File: config.mk
export PLATFORM = sky130hd
export DESIGN_NAME = buffer_cache_lookup_lru
export DESIGN_NICKNAME = d
export VERILOG_FILES = /design/src/hdl/bcl_pkg.sv /design/src/hdl/bcl_buf_cell.sv /design/src/hdl/bcl_order_cell.sv /design/src/hdl/buffer_cache_lookup_lru.sv
export SDC_FILE = /design/constraint.sdc
export NUM_CORES = 1
export LEC_CHECK = 0
export BUFFER_PORTS_ARGS = -buffer_cell sky130_fd_sc_hd__buf_4
export CAP_MARGIN = 5
export CELL_PAD_IN_SITES_DETAIL_PLACEMENT = 1
export CELL_PAD_IN_SITES_GLOBAL_PLACEMENT = 2
export CORE_MARGIN = 1
export CORE_UTILIZATION = 44
export DETAILED_ROUTE_END_ITERATION = 10
export PLACE_DENSITY = 0.84
export SLEW_MARGIN = 0
export SYNTH_ARGS = -nofsm -noshare
export SYNTH_HDL_FRONTEND = slang
export SYNTH_SLANG_ARGS = --single-unit
File: constraint.sdc
create_clock -name clk -period 7.2 [get_ports clk]
set_input_delay 1.08 -clock clk [delete_from_list [all_inputs] [get_ports clk]]
set_output_delay 1.08 -clock clk [all_outputs]
set_load 0.05 [all_outputs]
File: src/hdl/bcl_pkg.sv
// ----------------------------------------------------------------------------
// bcl_pkg
// Shared types and constants for the buffer cache lookup with LRU free list.
// ----------------------------------------------------------------------------
package bcl_pkg;

  localparam int BLK_W = 16;
  localparam int FLG_W = 5;

  // status flag bit positions
  localparam int FL_LOCKED = 0;
  localparam int FL_VALID  = 1;
  localparam int FL_DWR    = 2;
  localparam int FL_OLD    = 3;
  localparam int FL_WAITED = 4;

  typedef enum logic [2:0] {
    OUT_HIT      = 3'd0,
    OUT_MISS     = 3'd1,
    OUT_BUSY     = 3'd2,
    OUT_NONE     = 3'd3,
    OUT_WBACK    = 3'd4,
    OUT_RELEASED = 3'd5
  } outcome_t;

  typedef enum logic [1:0] {
    ST_IDLE,
    ST_LOOK,
    ST_SCAN
  } state_t;

  // write command to one buffer cell
  typedef struct packed {
    logic             we;
    logic             load_tag;
    logic [FLG_W-1:0] flags;
    logic [BLK_W-1:0] tag;
  } buf_cmd_t;

  // reorder command to the free-list order chain
  typedef struct packed {
    logic mv_front;
    logic mv_back;
  } order_ctl_t;

endpackage

File: src/hdl/bcl_buf_cell.sv
// ----------------------------------------------------------------------------
// bcl_buf_cell
// One buffer: its block tag, tag-present bit and status flags, with a tag
// comparator for lookups.
// ----------------------------------------------------------------------------
module bcl_buf_cell import bcl_pkg::*; #(
  parameter int IW = 4,
  parameter int ID = 0
) (
  input  logic             clk,
  input  logic             rst,
  input  logic [IW-1:0]    target,
  input  buf_cmd_t         cmd,
  input  logic [BLK_W-1:0] key,
  output logic             match,
  output logic             present,
  output logic [FLG_W-1:0] flags,
  output logic [BLK_W-1:0] tag
);

  logic sel;

  assign sel   = cmd.we && (target == IW'(ID));
  assign match = present && (tag == key);

  always_ff @(posedge clk) begin
    if (rst) begin
      present <= 1'b0;
      flags   <= '0;
    end else if (sel) begin
      flags <= cmd.flags;
      if (cmd.load_tag) begin
        present <= 1'b1;
      end
    end
  end

  always_ff @(posedge clk) begin
    if (sel && cmd.load_tag) begin
      tag <= cmd.tag;
    end
  end

endmodule

File: src/hdl/bcl_order_cell.sv
// ----------------------------------------------------------------------------
// bcl_order_cell
// One slot of the LRU order chain. Free buffers in chain order form the
// free list; a buffer moves to the front or back by shifting its neighbors.
// ----------------------------------------------------------------------------
module bcl_order_cell import bcl_pkg::*; #(
  parameter int NB = 16,
  parameter int IW = 4,
  parameter int ID = 0
) (
  input  logic          clk,
  input  logic          rst,
  input  order_ctl_t    ctl,
  input  logic [IW-1:0] b,
  input  logic [IW-1:0] id_left,
  input  logic [IW-1:0] id_right,
  input  logic [NB-1:0] locked,
  input  logic          pre_in,
  input  logic          suf_in,
  input  logic          seen_in,
  output logic          pre_out,
  output logic          suf_out,
  output logic          seen_out,
  output logic          first,
  output logic [IW-1:0] id
);

  logic is_b;
  logic is_free;

  assign is_b     = (id == b);
  assign pre_out  = pre_in | is_b;
  assign suf_out  = suf_in | is_b;
  assign is_free  = !locked[id];
  assign first    = is_free && !seen_in;
  assign seen_out = seen_in | is_free;

  always_ff @(posedge clk) begin
    if (rst) begin
      id <= IW'(ID);
    end else if (ctl.mv_front && suf_out) begin
      id <= id_left;
    end else if (ctl.mv_back && pre_out) begin
      id <= id_right;
    end
  end

endmodule

File: src/hdl/buffer_cache_lookup_lru.sv
// ----------------------------------------------------------------------------
// buffer_cache_lookup_lru
// Buffer cache allocator over a fixed pool with an LRU free list.
// ----------------------------------------------------------------------------
// A request is taken when start is high and busy is low. In the look state
// that follows, the tags of all buffers are compared at once. A hit or a
// release finishes there. A miss then walks the order chain from its
// free-list head in the scan state, one buffer per cycle, writing back each
// delayed-write buffer it meets. Each result is registered and appears in
// the cycle after it is decided, for one cycle with result_valid high; the
// receiver cannot stall, and last marks the final result of a request.
module buffer_cache_lookup_lru import bcl_pkg::*; #(
  parameter int NUM_BUFFERS = 16
) (
  input  logic        clk,
  input  logic        rst,
  input  logic        start,
  output logic        busy,
  input  logic        kind,
  input  logic [15:0] block_number,
  input  logic [3:0]  buffer_index,
  input  logic        mark_dirty,
  output logic        result_valid,
  output logic [2:0]  outcome,
  output logic [3:0]  result_buffer,
  output logic [15:0] result_block,
  output logic        wake_waiters,
  output logic        not_held,
  output logic        last
);

  localparam int NB = NUM_BUFFERS;
  localparam int IW = $clog2(NB);

  state_t state, state_next;

  logic             req_kind;
  logic [BLK_W-1:0] req_blk;
  logic [3:0]       req_idx;
  logic             req_dirty;

  logic [NB-1:0]    match_v;
  logic [NB-1:0]    present_v;
  logic [NB-1:0]    locked_v;
  logic [FLG_W-1:0] flags_a [NB];
  logic [BLK_W-1:0] tag_a [NB];

  logic [IW-1:0]    ids [NB];
  logic [NB:0]      pre_c;
  logic [NB:0]      suf_c;
  logic [NB:0]      seen_c;
  logic [NB-1:0]    first_v;

  logic [IW-1:0]    target;
  buf_cmd_t         cmd;
  order_ctl_t       octl;
  logic [IW-1:0]    mv_b;

  logic             hit;
  logic [IW-1:0]    hit_idx;
  logic [IW-1:0]    head_id;
  logic             rel_inrange;
  logic [IW-1:0]    rel_b;
  logic [FLG_W-1:0] st;
  logic             dwr;

  logic             emit;
  outcome_t         o_outcome;
  logic [IW-1:0]    o_buf;
  logic [BLK_W-1:0] o_blk;
  logic             o_wake;
  logic             o_nh;
  logic             o_last;

  // buffer cells
  for (genvar i = 0; i < NB; i++) begin : g_buf
    bcl_buf_cell #(.IW(IW), .ID(i)) u_buf (
      .clk     (clk),
      .rst     (rst),
      .target  (target),
      .cmd     (cmd),
      .key     (req_blk),
      .match   (match_v[i]),
      .present (present_v[i]),
      .flags   (flags_a[i]),
      .tag     (tag_a[i])
    );
    assign locked_v[i] = flags_a[i][FL_LOCKED];
  end

  // order chain, head at slot 0
  assign pre_c[0]   = 1'b0;
  assign suf_c[NB]  = 1'b0;
  assign seen_c[0]  = 1'b0;

  for (genvar i = 0; i < NB; i++) begin : g_ord
    logic [IW-1:0] left_id;
    logic [IW-1:0] right_id;
    if (i == 0) begin : g_l
      assign left_id = mv_b;
    end else begin : g_l
      assign left_id = ids[i-1];
    end
    if (i == NB - 1) begin : g_r
      assign right_id = mv_b;
    end else begin : g_r
      assign right_id = ids[i+1];
    end
    bcl_order_cell #(.NB(NB), .IW(IW), .ID(i)) u_ord (
      .clk      (clk),
      .rst      (rst),
      .ctl      (octl),
      .b        (mv_b),
      .id_left  (left_id),
      .id_right (right_id),
      .locked   (locked_v),
      .pre_in   (pre_c[i]),
      .suf_in   (suf_c[i+1]),
      .seen_in  (seen_c[i]),
      .pre_out  (pre_c[i+1]),
      .suf_out  (suf_c[i]),
      .seen_out (seen_c[i+1]),
      .first    (first_v[i]),
      .id       (ids[i])
    );
  end

  // lowest matching buffer
  always_comb begin
    hit     = 1'b0;
    hit_idx = '0;
    for (int i = NB - 1; i >= 0; i--) begin
      if (match_v[i]) begin
        hit     = 1'b1;
        hit_idx = IW'(i);
      end
    end
  end

  // first free buffer in chain order (at most one slot is first)
  always_comb begin
    head_id = '0;
    for (int i = 0; i < NB; i++) begin
      head_id = head_id | (first_v[i] ? ids[i] : '0);
    end
  end

  assign rel_inrange = (32'(req_idx) < NB);
  assign rel_b       = IW'(req_idx);
  assign busy        = (state != ST_IDLE);

  always_ff @(posedge clk) begin
    if (rst) begin
      state <= ST_IDLE;
    end else begin
      state <= state_next;
    end
  end

  always_ff @(posedge clk) begin
    if (start && !busy) begin
      req_kind  <= kind;
      req_blk   <= block_number;
      req_idx   <= buffer_index;
      req_dirty <= mark_dirty;
    end
  end

  always_comb begin
    state_next = state;
    target     = '0;
    cmd        = '0;
    cmd.tag    = req_blk;
    octl       = '0;
    mv_b       = rel_b;
    st         = flags_a[rel_b];
    dwr        = 1'b0;
    emit       = 1'b0;
    o_outcome  = OUT_HIT;
    o_buf      = '0;
    o_blk      = req_blk;
    o_wake     = 1'b0;
    o_nh       = 1'b0;
    o_last     = 1'b1;
    case (state)
      ST_IDLE: begin
        if (start) begin
          state_next = ST_LOOK;
        end
      end
      ST_LOOK: begin
        if (!req_kind) begin
          if (hit) begin
            emit   = 1'b1;
            o_buf  = hit_idx;
            target = hit_idx;
            cmd.we = 1'b1;
            if (flags_a[hit_idx][FL_LOCKED]) begin
              o_outcome = OUT_BUSY;
              cmd.flags = flags_a[hit_idx];
              cmd.flags[FL_WAITED] = 1'b1;
            end else begin
              o_outcome = OUT_HIT;
              cmd.flags[FL_LOCKED] = 1'b1;
              cmd.flags[FL_VALID]  = 1'b1;
              cmd.flags[FL_DWR]    = flags_a[hit_idx][FL_DWR];
            end
            state_next = ST_IDLE;
          end else begin
            state_next = ST_SCAN;
          end
        end else begin
          emit       = 1'b1;
          o_outcome  = OUT_RELEASED;
          o_buf      = rel_b;
          o_blk      = (rel_inrange && present_v[rel_b]) ? tag_a[rel_b] : '0;
          state_next = ST_IDLE;
          if (!rel_inrange || !st[FL_LOCKED]) begin
            o_nh = 1'b1;
          end else begin
            o_wake = st[FL_WAITED];
            if (st[FL_VALID] && !st[FL_OLD]) begin
              octl.mv_back = 1'b1;
            end else begin
              octl.mv_front = 1'b1;
            end
            dwr    = (st[FL_DWR] && !st[FL_OLD]) || req_dirty;
            target = rel_b;
            cmd.we = 1'b1;
            cmd.flags[FL_VALID] = 1'b1;
            cmd.flags[FL_DWR]   = dwr;
          end
        end
      end
      ST_SCAN: begin
        emit = 1'b1;
        if (!seen_c[NB]) begin
          o_outcome  = OUT_NONE;
          state_next = ST_IDLE;
        end else begin
          o_buf  = head_id;
          target = head_id;
          cmd.we = 1'b1;
          cmd.flags[FL_LOCKED] = 1'b1;
          cmd.flags[FL_VALID]  = 1'b1;
          if (flags_a[head_id][FL_DWR]) begin
            // write back and keep walking the free list
            o_outcome = OUT_WBACK;
            o_blk     = tag_a[head_id];
            o_last    = 1'b0;
            cmd.flags[FL_DWR] = 1'b1;
            cmd.flags[FL_OLD] = 1'b1;
          end else begin
            o_outcome    = OUT_MISS;
            cmd.load_tag = 1'b1;
            state_next   = ST_IDLE;
          end
        end
      end
      default: begin
        state_next = ST_IDLE;
      end
    endcase
  end

  always_ff @(posedge clk) begin
    if (rst) begin
      result_valid <= 1'b0;
    end else begin
      result_valid <= emit;
    end
  end

  always_ff @(posedge clk) begin
    if (emit) begin
      outcome       <= o_outcome;
      result_buffer <= 4'(o_buf);
      result_block  <= o_blk;
      wake_waiters  <= o_wake;
      not_held      <= o_nh;
      last          <= o_last;
    end
  end

endmodule

==> key figures, run 1 <==
Outcome
  • Status: complete, no violations

Logic synthesis
  • Async SR Flop Fraction: 0%
  • Syn_nets: 2638
  • Warnings, synthesis: 0
  • Number of synthesized flops with an enable pin: 304
  • Gate Count Post-Synth: 2610
  • Synth Area per Inst: 11.5 µm²
  • Sequential element share of the synthesized area: 41.2%
  • Dominant cell type by area after synthesis: edfxtp_1
  • Post-synth top area share: 30.4%
  • Most used flip-flop cell after synthesis: edfxtp_1
  • Seq cells post-synth: 467
  • Cells taking the most area after synthesis: edfxtp_1 30%, mux4_2 16%, dfxtp_1 11%
  • Mapped Area: 30100 µm²
  • Synth cell types: 87

Clock tree
  • Clk slew on worst S/H paths: 0.06 ns
  • Maximum clock path buffer count: 3
  • CTS H-Tree Depth: 2
  • Clock root buffer: clkbuf_16
  • Post-CTS Resized: 0
  • Clock sinks: 467
  • Total CTS buffers: 55
  • Clock latency at the later pin of the worst-skew pair: 0.65 ns
  • CTS tree: done
  • # hold bufs at CTS: 0
  • Setup repair bufs after CTS: 0

Drt
  • Initial drt markers: 2831
  • Via count: 23600
  • Via density: 6.76
  • Routed WL: 114000 µm
  • Drt pass-1 iters: 5
  • Antenna Nets Post-Route: 0
  • DRC violations left: 0
  • DR WL/cell: 32.8 µm

Power
  • Pwr dens: 193 nW/µm²
  • P_leak: 0.0107 µW
  • Pwr Total: 6390 µW
  • VDD IR max: 207 µV

Setup path
  • Worst endpoint required time: 7.55 ns
  • Crit start category: flip-flop
  • Element type at the critical path end: flip-flop
  • Critical Path AT: 6.75 ns
  • Critical path class: flip-flop to flip-flop
  • Crit-path max FO: 19

Placement
  • RD Place Congestion: 1.01
  • Area post-placement: 31200 µm²
  • Pre-CTS WS: 0.971 ns
  • HPWL after DPL: 80900 µm
  • Port Buffers: 52

GRT
  • Largest net degree at the start of global routing: 77
  • Initial antenna violation count: 3
  • First-pass GRT wire length: 168000 µm
  • Total grt overflow: 0
  • Vias in the first global route: 24000
  • GRT Total Usage: 32.7%

Timing
  • Unrepaired setup endpoints after global routing: false
  • Minimum clock period: 6.40 ns
  • Final worst slack: 0.801 ns
  • Fin crit share: 88.9%
  • TNS Setup: 0 ns
  • Slew headroom: 15.3%
  • Max-slew violations: 0
  • Slew @ Worst Pin: 1.26 ns
  • Final setup viols: 0
  • Clock Skew: 0.0395 ns
  • Fmax: 156 MHz
  • Final hold vios: 0

Run
  • Max Cap Violations: 0

Cells and area
  • Most frequent cells in the layout: 304 x edfxtp_1, 219 x mux4_2, 197 x xnor2_1, 182 x nand2_1, 170 x mux2i_1
  • Layout Utilization: 49.1%
  • Share of layout cells above drive strength 1: 19.7%
  • Area added between synthesis and finish: 10.0%
  • Design area: 33100 µm²
  • Final #Nets: 2596
  • Fillers: 6924
  • Most common cell after layout, fill and taps aside: edfxtp_1

Worst hold path
  • Hold WC Path Type: flip-flop to flip-flop

Floorplanning
  • Die X: 263 µm
  • Die area: 69400 µm²
  • Initial Util: 44.6%
  • I/O Pins: 53
  • CORE AREA: 67400 µm²
  • Rows: 95
  • Die height: 263 µm
## cell usage after synthesis, types with 14 or more instances
master	count
nor2b_1	43
a22oi_1	49
xor2_1	125
inv_1	38
a31oi_1	16
o21a_1	22
a221o_1	19
mux2_2	43
nor2_1	163
a21oi_1	88
and3_1	14
xnor2_1	197
a211oi_1	44
clkbuf_1	115
buf_2	73
mux4_2	219
dfxtp_1	163
nand2_1	182
buf_1	28
nand3_1	56
nand2b_1	27
or4_1	29
mux2i_1	170
and2_1	21
o21ai_0	44
nand4_1	73
nor4_1	48
edfxtp_1	304
and4_1	16
## through the flow
stage	instances	hold WS (ns)
floorplan	2610	0.429
global placement	3384	0.443
detailed placement	3384	0.453
CTS	3485	0.462
global route	3485	0.497
finish	3488	0.463
## cells by family (layout without fill, tap and decap cells)
family,after synthesis,count (layout),synth area share (%)
XOR/XNOR,322,322,9.38
other,0,3,0
flip-flops,467,467,41.2
adder cells (fa/ha/maj),3,3,0.125
buffers and inverters,262,264,3.66
multiplexers,433,433,23.7
AO/OA/AOI/OAI,374,374,8.56
AND/OR/NAND/NOR,749,749,13.3
## routing by layer
metal  track usage [%]  wire length (µm)  part of all wire, %  vias to the layer above
met2              49.4             50600                   44                     1220
met4              11.0              4050                  3.5                        4
met5                 0                22                0.019                        -
met3              6.58             11100                  9.7                      215
li1                  -                 -                    -                     9935
met1              46.8             48400                   42                    12200
## sequential cells by signal, summed over array words and instances (netlist names)
name and cells:
g_buf.u_buf.tag 256, outcome 3, last 1, g_ord.left_id 4
result_buffer 4, wake_waiters 1, not_held 1, req_blk 16
req_dirty 1, result_valid 1, state 2, g_buf.u_buf.present 16
g_ord.u_ord.id 64, result_block 16, g_buf.u_buf.flags 80, req_kind 1
## worst max-delay path: stages (launching register included)
cell     delay, ns
dfxtp_1       1.05
mux4_2        0.43
mux2i_1       0.09
mux2i_1       0.52
nor3b_1       0.46
nand3_1       0.26
o311a_1       0.46
o21ai_4       0.50
mux2i_1       0.17
mux2_2        0.28
mux4_2        0.53
o21ai_2       0.25
nand3_2       0.46
a221o_1       0.60
## area by class of cell
type / count / area, µm² / share of cell area, %
clock inverters: 32 / 345 / 1.04
inverters: 39 / 146 / 0.443
well taps: 873 / 1090 / 3.30
repair buffers: 124 / 943 / 2.85
clock buffers: 69 / 1520 / 4.60
flip-flops and latches: 467 / 12400 / 37.5
diodes: 3 / 7.51 / 0.0227
multi-input cells: 1881 / 16600 / 50.3
## power by group
group          switching (µW)  internal [µW]  total [µW]
Sequential               29.8           2870        2900
Combinational             375            199         574
Clock                    1210           1710        2920
## worst paths after layout
kind	end	depth (start not counted)	startpoint	slack (ns)
max reg2reg	result_block[1]$_DFFE_PP_	13	g_buf[6].u_buf.flags[0]$_SDFFE_PP0P_	0.80
max	result_block[1]$_DFFE_PP_	13	g_buf[6].u_buf.flags[0]$_SDFFE_PP0P_	0.80
min reg2reg	g_buf[15].u_buf.flags[4]$_SDFFE_PP0P_	2	g_buf[15].u_buf.flags[4]$_SDFFE_PP0P_	0.46
min	g_buf[15].u_buf.flags[4]$_SDFFE_PP0P_	2	g_buf[15].u_buf.flags[4]$_SDFFE_PP0P_	0.46
Power figures use the tool's default switching activity.
==> run 2: changes to the inputs <==
PLACE_DENSITY = 0.81   (was 0.84)
==> key figures, run 2 (same netlist as run 1, synthesis figures left out) <==
Outcome
  • Status: complete, no violations

Drt
  • Routed WL: 114000 µm
  • DRC violations left: 0
  • Via count: 23700
  • Drt pass-1 iters: 5
  • DR WL/cell: 32.7 µm
  • Via density: 6.79
  • Initial drt markers: 2931
  • Antenna Nets Post-Route: 0

Clock tree
  • Clk slew on worst S/H paths: 0.06 ns
  • Clock latency at the later pin of the worst-skew pair: 0.64 ns
  • Maximum clock path buffer count: 3
  • Setup repair bufs after CTS: 0
  • CTS tree: done
  • CTS H-Tree Depth: 2
  • # hold bufs at CTS: 0
  • Post-CTS Resized: 0
  • Total CTS buffers: 52
  • Clock sinks: 467
  • Clock root buffer: clkbuf_16

Timing
  • Unrepaired setup endpoints after global routing: false
  • Final hold vios: 0
  • Slew headroom: 21.4%
  • Slew @ Worst Pin: 1.18 ns
  • Fin crit share: 87.8%
  • Final setup viols: 0
  • Fmax: 158 MHz
  • Max-slew violations: 0
  • Clock Skew: 0.0405 ns
  • TNS Setup: 0 ns
  • Minimum clock period: 6.32 ns

Floorplanning
  • Die height: 263 µm
  • Die X: 263 µm
  • Rows: 95
  • CORE AREA: 67400 µm²
  • I/O Pins: 53
  • Initial Util: 44.6%
  • Die area: 69400 µm²

Placement
  • RD Place Congestion: 0.992
  • Port Buffers: 52
  • HPWL after DPL: 82500 µm

Setup path
  • Crit-path cells: mux4_2 > mux2i_1 > mux2i_1 > nor3b_1 > nand3_1 > o311a_1 > o21ai_4 > mux2i_1 > mux2_2 > mux4_2 > o21ai_2 > nand3_2 > a221o_1
  • Crit start category: flip-flop
  • Element type at the critical path end: flip-flop
  • Critical path class: flip-flop to flip-flop
  • Critical Path AT: 6.65 ns
  • CP peak stage delay: 1.10 ns
  • Cell mode on critical path: mux2i_1
  • Crit-path max FO: 21
  • Worst endpoint required time: 7.53 ns
  • R2R Setup Slk: 0.88 ns
  • Crit-path slowest cell: dfxtp_1

GRT
  • GRT Total Usage: 32.7%
  • First-pass GRT wire length: 168000 µm
  • Largest net degree at the start of global routing: 77
  • Initial antenna violation count: 5
  • Vias in the first global route: 23900
  • Total grt overflow: 0

Power
  • VDD IR max: 202 µV
  • Pwr dens: 186 nW/µm²
  • P_leak: 0.0107 µW

Worst hold path
  • Hold WC Path Type: flip-flop to flip-flop

Cells and area
  • Layout Utilization: 48.8%
  • Fillers: 6906
  • Max reg flops: 256
  • Share of layout cells above drive strength 1: 19.5%
  • Most frequent cells in the layout: 304 x edfxtp_1, 219 x mux4_2, 197 x xnor2_1, 182 x nand2_1, 170 x mux2i_1
  • Most common cell after layout, fill and taps aside: edfxtp_1
  • Area added between synthesis and finish: 9.49%
  • Multi-input logic area: 16600 µm²
  • Largest Register: g_buf.u_buf.tag
  • Biggest regs: g_buf.u_buf.tag x256, g_buf.u_buf.flags x80, g_ord.u_ord.id x64
  • Sequential cell area: 12400 µm²
  • Final #Nets: 2601

Run
  • Max Cap Violations: 0
-- run 2: path summary, 6_finish.rpt --
check | cells after the start | end | startpoint
worst max-delay path | 13 | result_block[6]$_DFFE_PP_ | g_buf[10].u_buf.flags[0]$_SDFFE_PP0P_
worst min-delay path | 2 | g_buf[10].u_buf.flags[4]$_SDFFE_PP0P_ | g_buf[10].u_buf.flags[4]$_SDFFE_PP0P_
worst max register to register | 13 | result_block[6]$_DFFE_PP_ | g_buf[10].u_buf.flags[0]$_SDFFE_PP0P_
worst min register to register | 2 | g_buf[10].u_buf.flags[4]$_SDFFE_PP0P_ | g_buf[10].u_buf.flags[4]$_SDFFE_PP0P_
-- run 2: critical path: cells and delay by family, from the launching register on --
family | cells | cell delay [ns]
compound gates | 4 | 1.76
flops | 1 | 1.10
mux | 6 | 1.95
simple gates | 3 | 1.15
-- run 2: stage by stage --
stage	instances	hold slack [ns]	total power (µW)	area (µm²)	setup slack, ns
finish	3485	0.458	6140	32900	0.881
global placement	3392	0.446	3510	31300	1.02
detailed placement	3392	0.450	3520	31300	0.996
CTS	3483	0.458	6160	32900	0.910
floorplan	2610	0.429	3310	30100	1.76
global route	3483	0.489	6280	32900	0.697
-- run 2: final cells by class --
class / instances / share of cell area [%]
Multi-Input combinational cell: 1881 / 50.5
Sequential cell: 467 / 37.6
Clock buffer: 63 / 4.11
Tap cell: 873 / 3.32
Timing Repair Buffer: 132 / 3.09
Clock inverter: 28 / 0.847
Inverter: 39 / 0.445
Antenna cell: 2 / 0.0152
-- run 2: routing by layer --
layer / vias up / global-route usage, % / share of wire (%) / wire length [µm]
li1: 9920 / - / - / -
met1: 12400 / 46.0 / 42 / 48400
met2: 1117 / 50.7 / 45 / 51900
met3: 207 / 6.83 / 9.0 / 10300
met4: 6 / 9.93 / 3.1 / 3480
met5: - / 0 / 0.031 / 35
-- run 2: power by group --
group / switching [µW] / leakage, µW / internal (µW)
Combinational: 364 / 0.00581 / 202
Clock: 1180 / 0.000791 / 1480
Sequential: 39.8 / 0.00407 / 2870
Total: 1580 / 0.0107 / 4560
